===== config.mk =====
export PLATFORM = sky130hd
export DESIGN_NAME = download_info_message_parser
export DESIGN_NICKNAME = d
export VERILOG_FILES = /design/src/dii_pkg.sv /design/src/dii_fifo.sv /design/src/dii_parse.sv /design/src/download_info_message_parser.sv
export SDC_FILE = /design/constraint.sdc
export NUM_CORES = 2
export LEC_CHECK = 0
export BUFFER_PORTS_ARGS = -buffer_cell sky130_fd_sc_hd__clkbuf_2
export CORE_MARGIN = 5
export CORE_UTILIZATION = 60
export DETAILED_ROUTE_END_ITERATION = 10
export PLACE_DENSITY_LB_ADDON = 0.2
export REMOVE_ABC_BUFFERS = 1
export SLEW_MARGIN = 25
export SYNTH_ARGS = -nofsm -noshare
export SYNTH_HDL_FRONTEND = slang
export SYNTH_SLANG_ARGS = --single-unit

===== constraint.sdc =====
create_clock -name i_clk -period 13.65 [get_ports i_clk]
set_clock_uncertainty 0.05 [all_clocks]
set_input_delay 2.73 -clock i_clk [delete_from_list [all_inputs] [get_ports i_clk]]
set_output_delay 2.73 -clock i_clk [all_outputs]
set_load 0.03 [all_outputs]

===== src/dii_pkg.sv =====
// ----------------------------------------------------------------------------
// dii_pkg
// shared types and constants of the download-info message parser
// ----------------------------------------------------------------------------
package dii_pkg;

    localparam int unsigned MinLength  = 34;
    localparam int unsigned MaxBlock   = 4066;
    localparam logic [7:0]  TagName    = 8'h02;
    localparam logic [7:0]  TagCrc     = 8'h05;
    localparam int unsigned FifoDepth  = 4;

    typedef enum logic [1:0] {
        KIND_MODULE   = 2'd0,
        KIND_ACCEPTED = 2'd1,
        KIND_REJECTED = 2'd2
    } t_kind;

    typedef struct packed {
        logic [7:0]  data_byte;
        logic [15:0] message_length;
        logic        first_byte;
    } t_in_word;

    typedef struct packed {
        logic [1:0]  result_kind;
        logic [15:0] message_ident;
        logic [31:0] transaction_ident;
        logic [31:0] download_ident;
        logic [11:0] block_bytes;
        logic [15:0] module_ident;
        logic [31:0] module_bytes;
        logic [7:0]  module_version;
        logic [15:0] name_offset;
        logic [7:0]  name_length;
        logic        crc_present;
        logic [31:0] crc_value;
    } t_out_word;

endpackage


===== src/dii_fifo.sv =====
// ----------------------------------------------------------------------------
// dii_fifo
// small synchronous queue of words, push/full and pop/empty
// ----------------------------------------------------------------------------
module dii_fifo #(
    parameter int unsigned Depth = dii_pkg::FifoDepth,
    parameter int unsigned Width = 8
) (
    input  logic             i_clk,
    input  logic             i_rst_n,
    input  logic             i_push,
    input  logic [Width-1:0] i_data,
    output logic             o_full,
    output logic             o_empty,
    input  logic             i_pop,
    output logic [Width-1:0] o_data
);
    localparam int unsigned Aw = (Depth > 1) ? $clog2(Depth) : 1;

    logic [Width-1:0] r_mem [Depth];
    logic [Aw-1:0]    r_wr, r_rd;
    logic [Aw:0]      r_cnt;
    logic             w_push, w_pop;

    assign o_full  = (r_cnt == (Aw+1)'(Depth));
    assign o_empty = (r_cnt == '0);
    assign w_push  = i_push && !o_full;
    assign w_pop   = i_pop && !o_empty;
    assign o_data  = r_mem[r_rd];

    always_ff @(posedge i_clk) begin
        if (w_push) begin
            r_mem[r_wr] <= i_data;
        end
        if (!i_rst_n) begin
            r_wr  <= '0;
            r_rd  <= '0;
            r_cnt <= '0;
        end else begin
            if (w_push) begin
                r_wr <= (r_wr == Aw'(Depth-1)) ? '0 : r_wr + 1'b1;
            end
            if (w_pop) begin
                r_rd <= (r_rd == Aw'(Depth-1)) ? '0 : r_rd + 1'b1;
            end
            r_cnt <= r_cnt + (Aw+1)'(w_push) - (Aw+1)'(w_pop);
        end
    end
endmodule


===== src/dii_parse.sv =====
// ----------------------------------------------------------------------------
// dii_parse
// byte-serial parser, up to two result words per byte into a result queue
// ----------------------------------------------------------------------------
module dii_parse (
    input  logic               i_clk,
    input  logic               i_rst_n,
    input  logic               i_valid,
    input  dii_pkg::t_in_word  i_word,
    output logic               o_ready,
    output logic               o_push,
    output dii_pkg::t_out_word o_word,
    input  logic               i_full,
    input  logic               i_almost
);
    typedef enum logic [3:0] {
        PH_WAIT, PH_HEAD, PH_ADAPT, PH_DLHEAD, PH_COMPAT,
        PH_COUNT, PH_MODHEAD, PH_INFO, PH_DONE
    } t_phase;

    t_phase      r_phase, n_phase;
    logic [15:0] r_pos, n_pos, r_nfp, n_nfp;
    logic [7:0]  r_adapt, n_adapt;
    logic [15:0] r_msg, n_msg;
    logic [31:0] r_trans, n_trans, r_dl, n_dl;
    logic [15:0] r_blk, n_blk, r_skip, n_skip, r_left, n_left;
    logic [15:0] r_mid, n_mid;
    logic [31:0] r_msize, n_msize;
    logic [7:0]  r_mver, n_mver, r_ilen, n_ilen, r_ipos, n_ipos;
    logic [7:0]  r_dtag, n_dtag, r_dlen, n_dlen;
    logic [15:0] r_noff, n_noff;
    logic [7:0]  r_nlen, n_nlen;
    logic        r_cv, n_cv, r_rej, n_rej;
    logic [31:0] r_crc, n_crc;
    logic [1:0]  r_dstep, n_dstep;
    logic [7:0]  r_dnext, n_dnext;
    logic        r_hold, n_hold;
    dii_pkg::t_out_word r_held, n_held;

    logic        w_acc, w_rec, w_stat;
    logic [7:0]  b;
    logic [15:0] pos, k;
    logic [8:0]  body;
    logic [9:0]  bsum;
    dii_pkg::t_out_word w_recw, w_statw;

    assign o_ready = !r_hold && !i_almost && !i_full;
    assign w_acc   = i_valid && o_ready;
    assign b       = i_word.data_byte;

    function automatic dii_pkg::t_out_word mk(input logic [1:0] kind, input logic m,
        input logic [15:0] msg, input logic [31:0] tr, input logic [31:0] dl,
        input logic [15:0] blk, input logic [15:0] mid, input logic [31:0] ms,
        input logic [7:0] mv, input logic [15:0] no, input logic [7:0] nl,
        input logic cv, input logic [31:0] crc);
        dii_pkg::t_out_word w;
        w.result_kind       = kind;
        w.message_ident     = msg;
        w.transaction_ident = tr;
        w.download_ident    = dl;
        w.block_bytes       = blk[11:0];
        w.module_ident      = m ? mid : '0;
        w.module_bytes      = m ? ms : '0;
        w.module_version    = m ? mv : '0;
        w.name_offset       = m ? no : '0;
        w.name_length       = m ? nl : '0;
        w.crc_present       = m ? cv : 1'b0;
        w.crc_value         = (m && cv) ? crc : '0;
        return w;
    endfunction

    always_comb begin
        n_phase = r_phase; n_pos = r_pos; n_nfp = r_nfp; n_adapt = r_adapt;
        n_msg = r_msg; n_trans = r_trans; n_dl = r_dl; n_blk = r_blk;
        n_skip = r_skip; n_left = r_left; n_mid = r_mid; n_msize = r_msize;
        n_mver = r_mver; n_ilen = r_ilen; n_ipos = r_ipos; n_dtag = r_dtag;
        n_dlen = r_dlen; n_noff = r_noff; n_nlen = r_nlen; n_cv = r_cv;
        n_crc = r_crc; n_dstep = r_dstep; n_dnext = r_dnext; n_rej = r_rej;
        n_hold = r_hold; n_held = r_held;
        w_rec = 1'b0; w_stat = 1'b0;
        pos = r_pos; k = '0; body = '0; bsum = '0;
        w_recw = '0; w_statw = '0;
        o_push = 1'b0; o_word = r_held;
        if (r_hold && !i_full) begin
            o_push = 1'b1;
            n_hold = 1'b0;
        end
        if (w_acc && (i_word.first_byte || r_phase != PH_WAIT)) begin
            if (i_word.first_byte) begin
                n_nfp = '0; n_adapt = '0; n_msg = '0; n_trans = '0; n_dl = '0;
                n_blk = '0; n_skip = '0; n_left = '0; n_rej = 1'b0;
                n_mid = '0; n_msize = '0; n_mver = '0; n_ilen = '0; n_ipos = '0;
                n_dtag = '0; n_dlen = '0; n_noff = '0; n_nlen = '0; n_cv = 1'b0;
                n_crc = '0; n_dstep = '0; n_dnext = '0;
                pos = '0;
                n_phase = PH_HEAD;
                if (i_word.message_length < 16'(dii_pkg::MinLength)) begin
                    n_rej = 1'b1; n_phase = PH_DONE;
                end
            end
            k = pos - n_nfp;
            unique case (n_phase)
                PH_HEAD: begin
                    if (k == 16'd2 || k == 16'd3) n_msg = {n_msg[7:0], b};
                    else if (k >= 16'd4 && k <= 16'd7) n_trans = {n_trans[23:0], b};
                    else if (k == 16'd9) n_adapt = b;
                    else if (k == 16'd11) begin
                        n_phase = (n_adapt != 0) ? PH_ADAPT : PH_DLHEAD;
                        n_nfp = pos + 16'd1;
                    end
                end
                PH_ADAPT: begin
                    if (17'(k) + 17'd1 >= 17'(n_adapt)) begin
                        n_phase = PH_DLHEAD; n_nfp = pos + 16'd1;
                    end
                end
                PH_DLHEAD: begin
                    if (k <= 16'd3) n_dl = {n_dl[23:0], b};
                    else if (k == 16'd4 || k == 16'd5) begin
                        n_blk = {n_blk[7:0], b};
                        if (k == 16'd5 && (n_blk == '0 || n_blk > 16'(dii_pkg::MaxBlock)))
                        begin
                            n_rej = 1'b1; n_phase = PH_DONE;
                        end
                    end else if (k == 16'd16 || k == 16'd17) begin
                        n_skip = {n_skip[7:0], b};
                        if (k == 16'd17) begin
                            n_phase = (n_skip != 0) ? PH_COMPAT : PH_COUNT;
                            n_nfp = pos + 16'd1;
                        end
                    end
                end
                PH_COMPAT: begin
                    if (17'(k) + 17'd1 >= 17'(n_skip)) begin
                        n_phase = PH_COUNT; n_nfp = pos + 16'd1;
                    end
                end
                PH_COUNT: begin
                    n_left = {n_left[7:0], b};
                    if (k >= 16'd1) begin
                        if (n_left == '0) n_phase = PH_DONE;
                        else begin
                            n_phase = PH_MODHEAD; n_nfp = pos + 16'd1;
                        end
                    end
                end
                PH_MODHEAD: begin
                    if (k == 16'd0) begin
                        n_mid = '0; n_msize = '0; n_mver = '0; n_noff = '0;
                        n_nlen = '0; n_cv = 1'b0; n_crc = '0;
                    end
                    if (k <= 16'd1) n_mid = {n_mid[7:0], b};
                    else if (k <= 16'd5) n_msize = {n_msize[23:0], b};
                    else if (k == 16'd6) n_mver = b;
                    else begin
                        n_ilen = b; n_ipos = '0; n_dstep = '0; n_dnext = '0;
                        n_dtag = '0; n_dlen = '0;
                        if (b == '0) w_rec = 1'b1;
                        else begin
                            n_phase = PH_INFO; n_nfp = pos + 16'd1;
                        end
                    end
                end
                PH_INFO: begin
                    unique case (r_dstep)
                        2'd0: begin
                            if (9'(r_dnext) + 9'd2 < 9'(r_ilen)) begin
                                n_dtag = b; n_dstep = 2'd1;
                            end else n_dstep = 2'd3;
                        end
                        2'd1: begin
                            body = 9'(r_dnext) + 9'd2;
                            bsum = 10'(body) + 10'(b);
                            n_dlen = b;
                            if (bsum > 10'(r_ilen)) n_dstep = 2'd3;
                            else begin
                                if (r_dtag == dii_pkg::TagName) begin
                                    n_noff = pos + 16'd1; n_nlen = b;
                                end else if (r_dtag == dii_pkg::TagCrc && b == 8'd4) begin
                                    n_cv = 1'b1; n_crc = '0;
                                end
                                n_dnext = bsum[7:0];
                                n_dstep = (b != 0) ? 2'd2 : 2'd0;
                            end
                        end
                        2'd2: begin
                            if (r_dtag == dii_pkg::TagCrc && r_dlen == 8'd4)
                                n_crc = {r_crc[23:0], b};
                            if (9'(r_ipos) + 9'd1 == 9'(r_dnext)) n_dstep = 2'd0;
                        end
                        default: ;
                    endcase
                    if (9'(r_ipos) + 9'd1 >= 9'(r_ilen)) w_rec = 1'b1;
                    else n_ipos = r_ipos + 8'd1;
                end
                default: ;
            endcase
            w_recw = mk(dii_pkg::KIND_MODULE, 1'b1, n_msg, n_trans, n_dl, n_blk,
                        n_mid, n_msize, n_mver, n_noff, n_nlen, n_cv, n_crc);
            if (w_rec) begin
                n_left = n_left - 16'd1;
                if (n_left == '0) n_phase = PH_DONE;
                else begin
                    n_phase = PH_MODHEAD; n_nfp = pos + 16'd1;
                end
            end
            if (17'(pos) + 17'd1 >= 17'(i_word.message_length)) begin
                w_stat = 1'b1;
                w_statw = mk((!n_rej && n_phase == PH_DONE) ? dii_pkg::KIND_ACCEPTED
                             : dii_pkg::KIND_REJECTED, 1'b0, n_msg, n_trans, n_dl,
                             n_blk, '0, '0, '0, '0, '0, 1'b0, '0);
                n_phase = PH_WAIT;
                n_pos = '0;
            end else n_pos = pos + 16'd1;
            o_push = 1'b1;
            if (w_rec) begin
                o_word = w_recw;
                if (w_stat) begin
                    n_hold = 1'b1; n_held = w_statw;
                end
            end else if (w_stat) o_word = w_statw;
            else o_push = 1'b0;
        end
    end

    always_ff @(posedge i_clk) begin
        r_nfp <= n_nfp; r_adapt <= n_adapt; r_msg <= n_msg; r_trans <= n_trans;
        r_dl <= n_dl; r_blk <= n_blk; r_skip <= n_skip; r_left <= n_left;
        r_mid <= n_mid; r_msize <= n_msize; r_mver <= n_mver; r_ilen <= n_ilen;
        r_ipos <= n_ipos; r_dtag <= n_dtag; r_dlen <= n_dlen; r_noff <= n_noff;
        r_nlen <= n_nlen; r_cv <= n_cv; r_crc <= n_crc; r_dstep <= n_dstep;
        r_dnext <= n_dnext; r_rej <= n_rej; r_held <= n_held;
        if (!i_rst_n) begin
            r_phase <= PH_WAIT;
            r_pos   <= '0;
            r_hold  <= 1'b0;
        end else begin
            r_phase <= n_phase;
            r_pos   <= n_pos;
            r_hold  <= n_hold;
        end
    end
endmodule


===== src/download_info_message_parser.sv =====
// ----------------------------------------------------------------------------
// download_info_message_parser
// path: each byte goes through the input queue, the parser and the result queue
// throughput: one byte per cycle while the result queue has room; a byte
// giving two words holds the next back; parser and result queue set the rate
// reset: synchronous active low, queues empty, parser waits for a first byte
// ----------------------------------------------------------------------------
module download_info_message_parser #(
    parameter int unsigned FifoDepth = dii_pkg::FifoDepth
) (
    input  logic        i_clk,
    input  logic        i_rst_n,
    input  logic        push,
    output logic        full,
    input  logic [7:0]  i_data_byte,
    input  logic [15:0] i_message_length,
    input  logic        i_first_byte,
    output logic        empty,
    input  logic        pop,
    output logic [1:0]  o_result_kind,
    output logic [15:0] o_message_ident,
    output logic [31:0] o_transaction_ident,
    output logic [31:0] o_download_ident,
    output logic [11:0] o_block_bytes,
    output logic [15:0] o_module_ident,
    output logic [31:0] o_module_bytes,
    output logic [7:0]  o_module_version,
    output logic [15:0] o_name_offset,
    output logic [7:0]  o_name_length,
    output logic        o_crc_present,
    output logic [31:0] o_crc_value
);
    localparam int unsigned InW  = $bits(dii_pkg::t_in_word);
    localparam int unsigned OutW = $bits(dii_pkg::t_out_word);
    localparam int unsigned CntW = $clog2(FifoDepth + 1);

    dii_pkg::t_in_word  w_in, w_q;
    dii_pkg::t_out_word w_pw, w_ow;
    logic w_qempty, w_rdy, w_ppush, w_rfull;
    logic [OutW-1:0] w_od;
    logic w_af, w_fempty;
    logic [CntW-1:0] r_cnt;

    assign w_in = '{data_byte: i_data_byte, message_length: i_message_length,
                    first_byte: i_first_byte};

    dii_fifo #(.Depth(FifoDepth), .Width(InW)) u_in (
        .i_clk, .i_rst_n, .i_push(push), .i_data(w_in), .o_full(full),
        .o_empty(w_qempty), .i_pop(w_rdy), .o_data(w_q)
    );

    // almost-full guard: leave room for a byte's two words
    always_ff @(posedge i_clk) begin
        if (!i_rst_n) r_cnt <= '0;
        else r_cnt <= r_cnt + CntW'(w_ppush && !w_rfull) - CntW'(pop && !w_fempty);
    end
    assign w_af = (r_cnt >= CntW'(FifoDepth - 1));

    dii_parse u_parse (
        .i_clk, .i_rst_n, .i_valid(!w_qempty), .i_word(w_q), .o_ready(w_rdy),
        .o_push(w_ppush), .o_word(w_pw), .i_full(w_rfull), .i_almost(w_af)
    );

    dii_fifo #(.Depth(FifoDepth), .Width(OutW)) u_out (
        .i_clk, .i_rst_n, .i_push(w_ppush), .i_data(w_pw), .o_full(w_rfull),
        .o_empty(w_fempty), .i_pop(pop), .o_data(w_od)
    );

    assign w_ow  = w_od;
    assign empty = w_fempty;
    assign o_result_kind       = w_ow.result_kind;
    assign o_message_ident     = w_ow.message_ident;
    assign o_transaction_ident = w_ow.transaction_ident;
    assign o_download_ident    = w_ow.download_ident;
    assign o_block_bytes       = w_ow.block_bytes;
    assign o_module_ident      = w_ow.module_ident;
    assign o_module_bytes      = w_ow.module_bytes;
    assign o_module_version    = w_ow.module_version;
    assign o_name_offset       = w_ow.name_offset;
    assign o_name_length       = w_ow.name_length;
    assign o_crc_present       = w_ow.crc_present;
    assign o_crc_value         = w_ow.crc_value;

    a_no_lost_word: assert property (@(posedge i_clk) disable iff (!i_rst_n)
        !(w_ppush && w_rfull)) else $error("result word pushed into full queue");
    a_cnt_match: assert property (@(posedge i_clk) disable iff (!i_rst_n)
        (r_cnt == '0) == w_fempty) else $error("result count out of step");
    a_kind: assert property (@(posedge i_clk) disable iff (!i_rst_n)
        !empty |-> o_result_kind != 2'd3) else $error("bad result kind");
endmodule


==> flow_summary.yaml <==
routing:
  routed_wl_um: 148000
  first_iter_violations: 3799
  drt-pass1-iter-count: 5
  avgViaCountPerCell: 6.43
  vias: 37300
  ant_nets: 0
  routedWlPerCell_um: 25.4
  drc_errors: 0
power_and_ir_drop:
  leakagePower_nw: 24.2
  power_density_nw_per_um2: 207
  ir_drop_mv: 0.180
  finalPower_w: 0.0150
cells_and_area:
  seqCellArea_um2: 44100
  nFillCells: 7293
  nets: 4458
  post-route-util_pct: 67.4
  layoutNonFillerInstCount: 5810
  multi_input_area_um2: 19500
  drive_gt1_share_pct: 21.7
  syn_to_final_growth_pct: 11.5
place:
  dpl.cell_count: 5559
  dp_hpwl_um: 86400
  globalplace.congestion: 0.915
  io_buffers: 237
synth:
  ys_warn_count: 0
  synth_edf_count: 1439
  syn_avg_cell_area_um2: 15.9
  synthFlopType: "edfxtp_1"
  ys_async_sr_fraction_pct: 0
  synth_cells: 4080
  yosysUniqueCellTypes: 99
  synth.yosys.seq_area_share_pct: 68.1
  ys_ff_latch: 1481
  netlist_area_um2: 64700
floorplan:
  ios: 238
  initial_core_util_pct: 60.5
  row_count: 120
  coreArea_um2: 107000
  die_w_um: 338
  dieArea_um2: 115000
  die_h_um: 338
grt:
  grt_max_degree: 166
  antenna_found_initial: 2
  grt_pass1_wl_um: 227000
  grt_overflow: 0
  grt_usage_pct: 25.4
  grt_pass1_vias: 37500
critical_path:
  startpoint_type: "flip-flop"
  critPathMaxFanout: 75
  crit_required_ps: 14050
  r2r_slack_ps: 4700
  cp-end-kind: "flip-flop"
  crit_type: "flip-flop to flip-flop"
  arrival_ps: 9350
clock_tree:
  post_cts_resized: 0
  numClockSinks: 1481
  clockBufferDepth: 3
  clk_latency_ps: 750
  cts_tree: "done"
  clkTransAtPathRegs_ps: 60
  post_cts_buffers: 0
  cts_buffers: 149
  cts_htree_levels: 4
  cts_root_buf: "clkbuf_16"
  cts_hold_buf: 0
timing:
  tns_ps: 0
  tightest_slew_ps: 1090
  setup_viol: 0
  hold_viol_final: 0
  layout_min_cycle_time_ps: 8950
  maxClockFrequency_ghz: 0.112
  rsz0062_at_grt: "false"
  finalCritPeriodShare_pct: 65.6
  holdWs_ps: 406
  max_slew_margin_pct: 27.4
  drv_slew: 0
flow_run:
  cap_viol_max_count: 0
hold_path:
  hold_start: "u_parse.r_pos[7]"
  hold_class: "flip-flop to flip-flop"
outcome:
  status: "finished clean"
per-stage QoR:
stage	cell area, um2	setup slack (ps)
after floorplan	63800	-8280
after global placement	67500	4970
after detailed placement	67500	4850
after CTS	72100	4820
after global routing	72100	4010
final	72100	4700
metal layers:
| layer | GRT usage, % | vias up | wire, um |
|---|---|---|---|
| met4 | 6.64 | 2 | 3390 |
| met3 | 4.24 | 217 | 9700 |
| li1 | - | 16600 | - |
| met2 | 41.7 | 1389 | 72500 |
| met5 | 0 | - | 13 |
| met1 | 36.1 | 19200 | 62000 |
cells by family after synthesis:
family | synth area share, %
buf+inv | 2.09
compound gates | 7.58
xor+xnor | 1.12
mux | 11.6
flops | 68.1
simple gates | 7.20
fa+ha+maj | 2.38
area by class of cell:
class / instances / share of cell area [%]
repair buffers: 311 / 2.60
multi-input cells: 2260 / 27.0
well taps: 1403 / 2.43
inverters: 106 / 0.562
flip-flops and latches: 1481 / 61.1
clock buffers: 183 / 5.54
diodes: 1 / 0.00347
clock inverters: 65 / 0.803
worst paths after layout:
check / end / cells past startpoint
min: u_parse.r_pos[7] / 2
max reg2reg: u_out.r_mem[0][206] / 25
max: u_out.r_mem[0][206] / 25
min reg2reg: u_parse.r_pos[7] / 2
synth_stat cells (14+ instances only):
master       n  area share (%)
nor3_1      50            0.39
mux4_2     224             7.8
a22o_1     203             2.7
nor2_1     176             1.0
or3_1       17            0.16
o21ai_1     23            0.18
o21ai_0    111            0.86
o21a_1      21            0.24
nor4_1      27            0.26
nand2_1    278             1.6
o31ai_1     41            0.48
nor2b_1     23            0.22
nand4_1     27            0.26
mux2_2     150             2.6
xnor2_1     43            0.58
xor2_1      37            0.50
buf_1       46            0.27
nand3_1    106            0.82
inv_1      101            0.59
buf_2       23            0.18
clkbuf_1   155            0.90
edfxtp_1  1439              67
a21o_1      20            0.23
a21oi_1    122            0.94
ha_1       115             2.2
a22oi_1     30            0.35
dfxtp_1     42             1.3
and3_1      14            0.14
and2_1     132             1.3
mux2i_1     70             1.1
registers in the layout (all words and copies together) (netlist names), 32 cells and up, named ones only:
name             count
u_out.r_mem        828
u_parse.r_msize     32
u_parse.r_crc       32
u_in.r_mem         100
u_parse.r_dl        32
u_parse.r_held     207
u_parse.r_trans     32
critical path, stage by stage (launching register included):
cell and delay [ps]:
dfxtp_1 300, buf_4 410, mux2i_1 260, mux2_4 620, buf_4 770, nand2_1 190
ha_1 470, o21a_1 190, o221a_2 240, o21ai_1 120, xnor2_1 780, nand4b_1 440
nor2_1 280, xor2_1 220, ha_1 300, a2111oi_0 450, o21ai_0 190, nand2b_1 180
o21ai_0 70, a31oi_1 90, a221oi_1 390, a31oi_1 130, a211oi_1 530, o211ai_1 320
o41ai_1 430, a21oi_1 200
report_power, final:
group | total, W | internal [W] | switching, W
registers | 0.00614 | 0.00578 | 0.000356
logic | 0.00494 | 0.00170 | 0.00324
clock network | 0.00388 | 0.00222 | 0.00166
placed cells by master, fill, tap and decap left out, types with 8 or more instances in the layout:
cell,instances
nand2_1,277
a21o_1,20
edfxtp_1,1439
clkbuf_16,155
o21ai_1,17
buf_4,64
inv_1,100
or4_1,9
ha_1,115
clkinv_1,33
xor2_1,37
nand4_1,27
a21oi_1,120
mux2i_1,70
o31ai_1,41
clkinv_2,13
and2_1,128
nand2b_1,13
nand3_1,106
mux4_2,223
bufinv_16,8
nor3_1,46
a22o_1,203
or2_2,10
clkbuf_1,27
o21ai_0,110
o21a_1,21
or3_1,16
xnor2_1,43
a22oi_1,30
mux2_2,149
clkbuf_2,237
o211ai_1,10
dfxtp_1,39
o21ai_2,15
a31oi_1,10
and3_1,14
nor2b_1,23
nor4_1,26
nor2_1,172
Note: power is estimated with default switching activity, not from simulation.
